[src/rtl/mcb_pkg.sv]
// Shared types, constants and helpers of the mask coverage blender.
`timescale 1ns / 1ps

package mcb_pkg;
	localparam int ColorW = 8;
	localparam int PixW = 32;
	localparam int ProdW = 2 * ColorW;
	localparam int NumW = ProdW + 1;
	localparam int QuoW = ColorW;
	localparam int InW = ColorW + PixW;
	localparam int FrontStages = 5;
	localparam int DivStepDefault = 2;
	localparam int RegIdxW = 2;

	localparam logic [RegIdxW-1:0] RegRed = 2'd0;
	localparam logic [RegIdxW-1:0] RegGreen = 2'd1;
	localparam logic [RegIdxW-1:0] RegBlue = 2'd2;
	localparam logic [RegIdxW-1:0] RegAlpha = 2'd3;

	localparam logic [ColorW-1:0] FullAlpha = 8'hFF;
	localparam logic [ProdW-1:0] RoundHalf = 16'd127;

	typedef enum logic [1:0] {
		ModeKeep,
		ModeFill,
		ModeBlend,
		ModeZero
	} mode_t;

	typedef struct packed {
		logic [ColorW-1:0] red;
		logic [ColorW-1:0] green;
		logic [ColorW-1:0] blue;
		logic [ColorW-1:0] alpha;
	} color_t;

	// rem and quo lanes: 2 red, 1 green, 0 blue
	typedef struct packed {
		mode_t mode;
		logic [PixW-1:0] bypass;
		logic [ColorW-1:0] den;
		logic [2:0][NumW-1:0] rem;
		logic [2:0][QuoW-1:0] quo;
	} div_t;

	// exact x / 255 for x below 65280
	function automatic logic [ColorW-1:0] div255(input logic [ProdW-1:0] x);
		logic [ProdW:0] s;
		s = {1'b0, x} + {{(ColorW + 1){1'b0}}, x[ProdW-1:ColorW]} + {{ProdW{1'b0}}, 1'b1};
		return s[ProdW-1:ColorW];
	endfunction
endpackage

[src/rtl/mcb_cfg.sv]
// Source color registers of the mask coverage blender.
`timescale 1ns / 1ps

module mcb_cfg (
	input  logic                              clk,
	input  logic                              arst_n,
	input  logic                              wr_en,
	input  logic [mcb_pkg::RegIdxW-1:0]       wr_index,
	input  logic [mcb_pkg::ColorW-1:0]        wr_data,
	output mcb_pkg::color_t                   color
);
	mcb_pkg::color_t color_q;

	always_ff @(posedge clk or negedge arst_n) begin
		if (!arst_n) begin
			color_q.red <= '0;
			color_q.green <= '0;
			color_q.blue <= '0;
			color_q.alpha <= mcb_pkg::FullAlpha;
		end else if (wr_en) begin
			unique case (wr_index)
				mcb_pkg::RegRed: color_q.red <= wr_data;
				mcb_pkg::RegGreen: color_q.green <= wr_data;
				mcb_pkg::RegBlue: color_q.blue <= wr_data;
				mcb_pkg::RegAlpha: color_q.alpha <= wr_data;
			endcase
		end
	end

	assign color = color_q;
endmodule

[src/rtl/mcb_front.sv]
// Alpha, weight and numerator stages of the mask coverage blender.
`timescale 1ns / 1ps

module mcb_front (
	input  logic                          clk,
	input  logic                          arst_n,
	input  logic                          in_valid,
	output logic                          in_ready,
	input  logic [mcb_pkg::ColorW-1:0]    coverage,
	input  logic [mcb_pkg::PixW-1:0]      dest_pixel,
	input  mcb_pkg::color_t               color,
	output logic                          out_valid,
	input  logic                          out_ready,
	output mcb_pkg::div_t                 out_item
);
	localparam int CW = mcb_pkg::ColorW;
	localparam int PW = mcb_pkg::ProdW;
	localparam int NW = mcb_pkg::NumW;

	logic valid_s1, valid_s2, valid_s3, valid_s4, valid_s5;
	logic rdy1, rdy2, rdy3, rdy4, rdy5;

	logic [PW-1:0] prod_s1;
	logic [mcb_pkg::PixW-1:0] dst_s1, dst_s2, dst_s3, dst_s4;
	logic [CW-1:0] sa_s2, sa_s3, sa_s4;
	logic [PW-1:0] wprod_s3;
	logic [2:0][PW-1:0] csa_s3, csa_s4;
	logic [CW-1:0] w_s4;
	mcb_pkg::div_t item_s5;

	logic [CW:0] oa;
	logic [2:0][NW-1:0] num;
	mcb_pkg::div_t item_d;

	assign rdy5 = !valid_s5 || out_ready;
	assign rdy4 = !valid_s4 || rdy5;
	assign rdy3 = !valid_s3 || rdy4;
	assign rdy2 = !valid_s2 || rdy3;
	assign rdy1 = !valid_s1 || rdy2;
	assign in_ready = rdy1;

	always_ff @(posedge clk or negedge arst_n) begin
		if (!arst_n) begin
			valid_s1 <= 1'b0;
			valid_s2 <= 1'b0;
			valid_s3 <= 1'b0;
			valid_s4 <= 1'b0;
			valid_s5 <= 1'b0;
		end else begin
			if (rdy1) valid_s1 <= in_valid;
			if (rdy2) valid_s2 <= valid_s1;
			if (rdy3) valid_s3 <= valid_s2;
			if (rdy4) valid_s4 <= valid_s3;
			if (rdy5) valid_s5 <= valid_s4;
		end
	end

	always_comb begin
		oa = {1'b0, sa_s4} + {1'b0, w_s4};
		num[2] = {1'b0, csa_s4[2]} + NW'(PW'(dst_s4[23:16]) * PW'(w_s4));
		num[1] = {1'b0, csa_s4[1]} + NW'(PW'(dst_s4[15:8]) * PW'(w_s4));
		num[0] = {1'b0, csa_s4[0]} + NW'(PW'(dst_s4[7:0]) * PW'(w_s4));
		item_d.den = oa[CW-1:0];
		item_d.rem = num;
		item_d.quo = '0;
		priority if (sa_s4 == '0) begin
			item_d.mode = mcb_pkg::ModeKeep;
			item_d.bypass = dst_s4;
		end else if (sa_s4 == mcb_pkg::FullAlpha) begin
			item_d.mode = mcb_pkg::ModeFill;
			item_d.bypass = {mcb_pkg::FullAlpha, color.red, color.green, color.blue};
		end else if (oa == '0) begin
			item_d.mode = mcb_pkg::ModeZero;
			item_d.bypass = '0;
		end else begin
			item_d.mode = mcb_pkg::ModeBlend;
			item_d.bypass = '0;
		end
	end

	always_ff @(posedge clk) begin
		if (rdy1 && in_valid) begin
			prod_s1 <= PW'(coverage) * PW'(color.alpha);
			dst_s1 <= dest_pixel;
		end
		if (rdy2 && valid_s1) begin
			sa_s2 <= mcb_pkg::div255(prod_s1 + mcb_pkg::RoundHalf);
			dst_s2 <= dst_s1;
		end
		if (rdy3 && valid_s2) begin
			wprod_s3 <= PW'(dst_s2[31:24]) * PW'(mcb_pkg::FullAlpha - sa_s2);
			csa_s3[2] <= PW'(color.red) * PW'(sa_s2);
			csa_s3[1] <= PW'(color.green) * PW'(sa_s2);
			csa_s3[0] <= PW'(color.blue) * PW'(sa_s2);
			sa_s3 <= sa_s2;
			dst_s3 <= dst_s2;
		end
		if (rdy4 && valid_s3) begin
			w_s4 <= mcb_pkg::div255(wprod_s3);
			csa_s4 <= csa_s3;
			sa_s4 <= sa_s3;
			dst_s4 <= dst_s3;
		end
		if (rdy5 && valid_s4) begin
			item_s5 <= item_d;
		end
	end

	assign out_valid = valid_s5;
	assign out_item = item_s5;
endmodule

[src/rtl/mcb_div.sv]
// Pipelined restoring divider for the three color channels.
`timescale 1ns / 1ps

module mcb_div #(
	parameter int DivStep = mcb_pkg::DivStepDefault
) (
	input  logic          clk,
	input  logic          arst_n,
	input  logic          in_valid,
	output logic          in_ready,
	input  mcb_pkg::div_t in_item,
	output logic          out_valid,
	input  logic          out_ready,
	output mcb_pkg::div_t out_item
);
	localparam int Stages = mcb_pkg::QuoW / DivStep;
	localparam int NW = mcb_pkg::NumW;
	localparam int QW = mcb_pkg::QuoW;

	function automatic mcb_pkg::div_t div_step(input mcb_pkg::div_t d, input int k);
		mcb_pkg::div_t r;
		logic [NW-1:0] trial;
		int b;
		r = d;
		for (int j = 0; j < DivStep; j++) begin
			b = QW - 1 - k * DivStep - j;
			trial = NW'(d.den) << b;
			for (int ch = 0; ch < 3; ch++) begin
				if (r.rem[ch] >= trial) begin
					r.rem[ch] = r.rem[ch] - trial;
					r.quo[ch] = r.quo[ch] | (QW'(1) << b);
				end
			end
		end
		return r;
	endfunction

	mcb_pkg::div_t item_s [Stages];
	logic valid_s [Stages];
	mcb_pkg::div_t src [Stages + 1];
	logic vsrc [Stages + 1];
	logic rdy [Stages + 1];

	assign src[0] = in_item;
	assign vsrc[0] = in_valid;
	assign rdy[Stages] = out_ready;
	assign in_ready = rdy[0];

	for (genvar k = 0; k < Stages; k++) begin : g_stage
		assign src[k + 1] = item_s[k];
		assign vsrc[k + 1] = valid_s[k];
		assign rdy[k] = !valid_s[k] || rdy[k + 1];

		always_ff @(posedge clk or negedge arst_n) begin
			if (!arst_n) begin
				valid_s[k] <= 1'b0;
			end else if (rdy[k]) begin
				valid_s[k] <= vsrc[k];
			end
		end

		always_ff @(posedge clk) begin
			if (rdy[k] && vsrc[k]) begin
				item_s[k] <= div_step(src[k], k);
			end
		end
	end

	assign out_valid = vsrc[Stages];
	assign out_item = src[Stages];
endmodule

[src/rtl/mask_coverage_src_over_blend.sv]
// Top level of the solid color coverage mask source-over blender.
//
// channel  direction  handshake           payload
// s_*      in         s_tvalid/s_tready   coverage, dest_pixel
// m_*      out        m_tvalid/m_tready   out_pixel
// wr_*     in         wr_en               wr_index, wr_data
//
// One pixel enters per cycle while s_tready is high. The path holds
// five arithmetic stages, the divider at DivStep quotient bits a stage, one output register.
// Reset clears all valid bits and loads the color registers; no clearing pass.
// A stall at m_tready fills empty stages first; s_tready drops only when every stage holds an item.
`timescale 1ns / 1ps

module mask_coverage_src_over_blend #(
	parameter int DivStep = mcb_pkg::DivStepDefault
) (
	input  logic                           clk,
	input  logic                           arst_n,
	input  logic                           s_tvalid,
	output logic                           s_tready,
	input  logic [mcb_pkg::InW-1:0]        s_tdata,   // coverage[7:0], dest_pixel[39:8]
	output logic                           m_tvalid,
	input  logic                           m_tready,
	output logic [mcb_pkg::PixW-1:0]       m_tdata,   // out_pixel[31:0]
	input  logic                           wr_en,
	input  logic [mcb_pkg::RegIdxW-1:0]    wr_index,
	input  logic [mcb_pkg::ColorW-1:0]     wr_data
);
	mcb_pkg::color_t color;
	logic front_valid, front_ready;
	mcb_pkg::div_t front_item;
	logic div_valid, div_ready;
	mcb_pkg::div_t div_item;

	logic out_valid_q;
	logic [mcb_pkg::PixW-1:0] pixel_q;
	logic [mcb_pkg::PixW-1:0] pixel_d;

	mcb_cfg u_cfg (
		.clk      (clk),
		.arst_n   (arst_n),
		.wr_en    (wr_en),
		.wr_index (wr_index),
		.wr_data  (wr_data),
		.color    (color)
	);

	mcb_front u_front (
		.clk        (clk),
		.arst_n     (arst_n),
		.in_valid   (s_tvalid),
		.in_ready   (s_tready),
		.coverage   (s_tdata[mcb_pkg::ColorW-1:0]),
		.dest_pixel (s_tdata[mcb_pkg::InW-1:mcb_pkg::ColorW]),
		.color      (color),
		.out_valid  (front_valid),
		.out_ready  (front_ready),
		.out_item   (front_item)
	);

	mcb_div #(
		.DivStep (DivStep)
	) u_div (
		.clk       (clk),
		.arst_n    (arst_n),
		.in_valid  (front_valid),
		.in_ready  (front_ready),
		.in_item   (front_item),
		.out_valid (div_valid),
		.out_ready (div_ready),
		.out_item  (div_item)
	);

	assign div_ready = !out_valid_q || m_tready;

	always_comb begin
		unique case (div_item.mode)
			mcb_pkg::ModeBlend: pixel_d = {div_item.den, div_item.quo[2], div_item.quo[1],
				div_item.quo[0]};
			mcb_pkg::ModeKeep, mcb_pkg::ModeFill, mcb_pkg::ModeZero: pixel_d = div_item.bypass;
		endcase
	end

	always_ff @(posedge clk or negedge arst_n) begin
		if (!arst_n) begin
			out_valid_q <= 1'b0;
		end else if (div_ready) begin
			out_valid_q <= div_valid;
		end
	end

	always_ff @(posedge clk) begin
		if (div_ready && div_valid) begin
			pixel_q <= pixel_d;
		end
	end

	assign m_tvalid = out_valid_q;
	assign m_tdata = pixel_q;
endmodule

[config.mk]
export PLATFORM = sky130hd
export DESIGN_NAME = mask_coverage_src_over_blend
export DESIGN_NICKNAME = d
export VERILOG_FILES = /design/src/rtl/mcb_pkg.sv /design/src/rtl/mcb_cfg.sv /design/src/rtl/mcb_front.sv /design/src/rtl/mcb_div.sv /design/src/rtl/mask_coverage_src_over_blend.sv
export SDC_FILE = /design/constraint.sdc
export NUM_CORES = 2
export LEC_CHECK = 0
export BUFFER_PORTS_ARGS = -buffer_cell sky130_fd_sc_hd__buf_2
export CAP_MARGIN = 20
export CORE_MARGIN = 2
export CORE_UTILIZATION = 49
export DETAILED_ROUTE_END_ITERATION = 7
export HOLD_SLACK_MARGIN = 0.12
export SLEW_MARGIN = 20
export SYNTH_ARGS = -nofsm -noshare
export SYNTH_HDL_FRONTEND = slang
export SYNTH_HIERARCHICAL = 1
export SYNTH_SLANG_ARGS = --single-unit
[constraint.sdc]
create_clock -name clk -period 19.1 [get_ports clk]
set_input_delay 0.955 -clock clk [delete_from_list [all_inputs] [get_ports clk]]
set_output_delay 0.955 -clock clk [all_outputs]
set_load 0.03 [all_outputs]
==> qor.yml <==
floorplan:
  rows: 128
  die-area_mm2: 0.125
  dieHeight_um: 353
  die_x_um: 353
  start_util: 0.492
  ios: 89
  coreArea_mm2: 0.122
sta:
  post-route-period-util: 0.326
  fin_skew_ps: 79.2
  max_freq_mhz: 160
  fin_crit_ps: 6230
  tightest_slew_ps: 1040
  rsz0062_at_grt: "no"
  hold_violations: 0
  slew_headroom: 0.299
  fin_setup_tns_ps: 0
  slew_viol_final: 0
  setup_viol: 0
detailed_routing:
  via_count: 37900
  routed_wl_um: 137000
  vias_per_cell: 5.37
  drt.antenna.violating_nets: 0
  remaining_drc_errors: 0
  wl_per_cell_um: 19.4
  first_iter_violations: 2342
  drtPass1Iterations: 5
critical_path:
  reg2regPathDepth: 18
  critPathArrivalTime_ps: 6650
  critPathRequiredTime_ps: 19520
  worstReg2RegStart: "u_div/item_s[0][75]"
  end_kind: "register"
  r2r_slack_ps: 12870
  cp-start-kind: "register"
  crit_type: "register to register"
  worst-path-max-fanout: 14
  reg2reg_to: "u_div/item_s[1][30]"
status:
  status: "complete, no violations"
synthesis:
  synth_area_mm2: 0.0598
  synth.avg_cell_area_um2: 11.4
  ys_warn_count: 6
  synthCells: 5244
clocking:
  numCtsBuffers: 95
  ctsLongestPathBuffers: 3
  postCtsSetupBuffers: 0
  cts_resized: 0
  cts_tree: "done"
  cts-root-buf: "clkbuf_16"
  insertion_delay_ps: 700
  clk_pin_slew_ps: 60
  cts_sinks: 872
  cts_hold_buf: 0
  h-tree-depth: 3
hold_path:
  whs_endpoint: "u_front/sa_s4[0]"
  hold_start: "u_front/sa_s3[0]"
  hold_path_class: "register to register"
  min_path_cells: 0
placed_design:
  portBuffers: 88
  gp_congestion: 0.886
  dp_hpwl_um: 103000
final_layout:
  layout_common_cells: "830 x edfxtp_1, 688 x inv_1, 505 x ha_1, 356 x fa_1, 339 x and2_1"
  syn_to_final_growth_pct: 8.96
  layout_commonest_cell: "edfxtp_1"
  fin_nets: 6266
  drive_above_1_share: 0.0889
  diodes: 0
grt:
  grt_pass1_wl_um: 215000
  antenna_found_initial: 3
  gr-total-overflow: 0
  grt_usage: 0.221
  grt_max_degree: 75
  first_global_vias: 37800
run:
  drv_cap: 0
==> layer usage <==
metal,up-vias,share of wire,wire length [µm],GRT usage
li1,18400,-,-,-
met1,18600,0.44,60100,0.292
met2,709,0.50,67900,0.383
met3,178,0.033,4550,0.0234
met4,0,0.030,4140,0.0679
met5,-,0,0,0
==> worst max path at each step <==
stage	start	to	slack [ps]	depth (start not counted)
floorplan	m_tready	u_front/out_item[100]	13050	5
detailed placement	u_div/item_s[0][76]	u_div/item_s[1][33]	12930	17
CTS	u_div/item_s[0][75]	u_div/item_s[1][30]	12880	18
global route	u_div/item_s[0][75]	u_div/item_s[1][30]	12340	18
global placement	u_div/item_s[0][75]	u_div/item_s[1][30]	13160	18
finish	u_div/item_s[0][75]	u_div/item_s[1][30]	12870	18
==> state kept, by name, summed over array words and instances (netlist names), 8 cells and up <==
name,count
u_front/w_s4,8
u_front/sa_s3,8
u_front/prod_s1,16
u_front/dst_s3,32
u_cfg/color,32
u_front/dst_s2,32
m_tdata,32
u_front/wprod_s3,16
u_front/dst_s1,32
u_front/dst_s4,32
u_front/csa_s3,48
u_front/sa_s2,8
u_div/item_s,417
u_front/out_item,93
u_front/csa_s4,48
u_front/sa_s4,8
==> final cells by class <==
class                   instances  area, µm²
fillers                     10500      56400
multi-input cells            3573      30700
clock buffers                 124       2560
clock inverters                55        682
repair buffers                119        677
inverters                     689       2590
well taps                    1625       2030
flip-flops and latches        872      26000
==> through the flow <==
stage / utilization / setup WS (ps) / cells / hold slack [ps] / instance area (µm²)
after floorplan: - / 13050 / 5267 / 400 / 59900
after global placement: 0.510 / 13160 / 6878 / 401 / 62000
after detailed placement: 0.510 / 12930 / 6878 / 405 / 62000
after CTS: 0.536 / 12880 / 7057 / 353 / 65200
after global routing: 0.536 / 12340 / 7057 / 384 / 65200
final: 0.536 / 12870 / 7057 / 365 / 65200
==> worst max-delay path: stages (launching register included) <==
cell	delay (ps)
edfxtp_1	530
ha_1	240
inv_1	60
fa_1	410
a21oi_1	190
o22ai_1	140
o41ai_1	850
nand2_1	500
a21oi_1	470
ha_1	320
nor2b_1	130
o21a_1	170
o21ai_0	240
a21oi_1	160
o41ai_1	330
and2_1	220
nand2_1	170
nor2_2	410
mux2_2	380
Power is left out: the tool's default activity adds up to more than one toggle a clock period on the data nets, which glitch-free logic cannot reach.
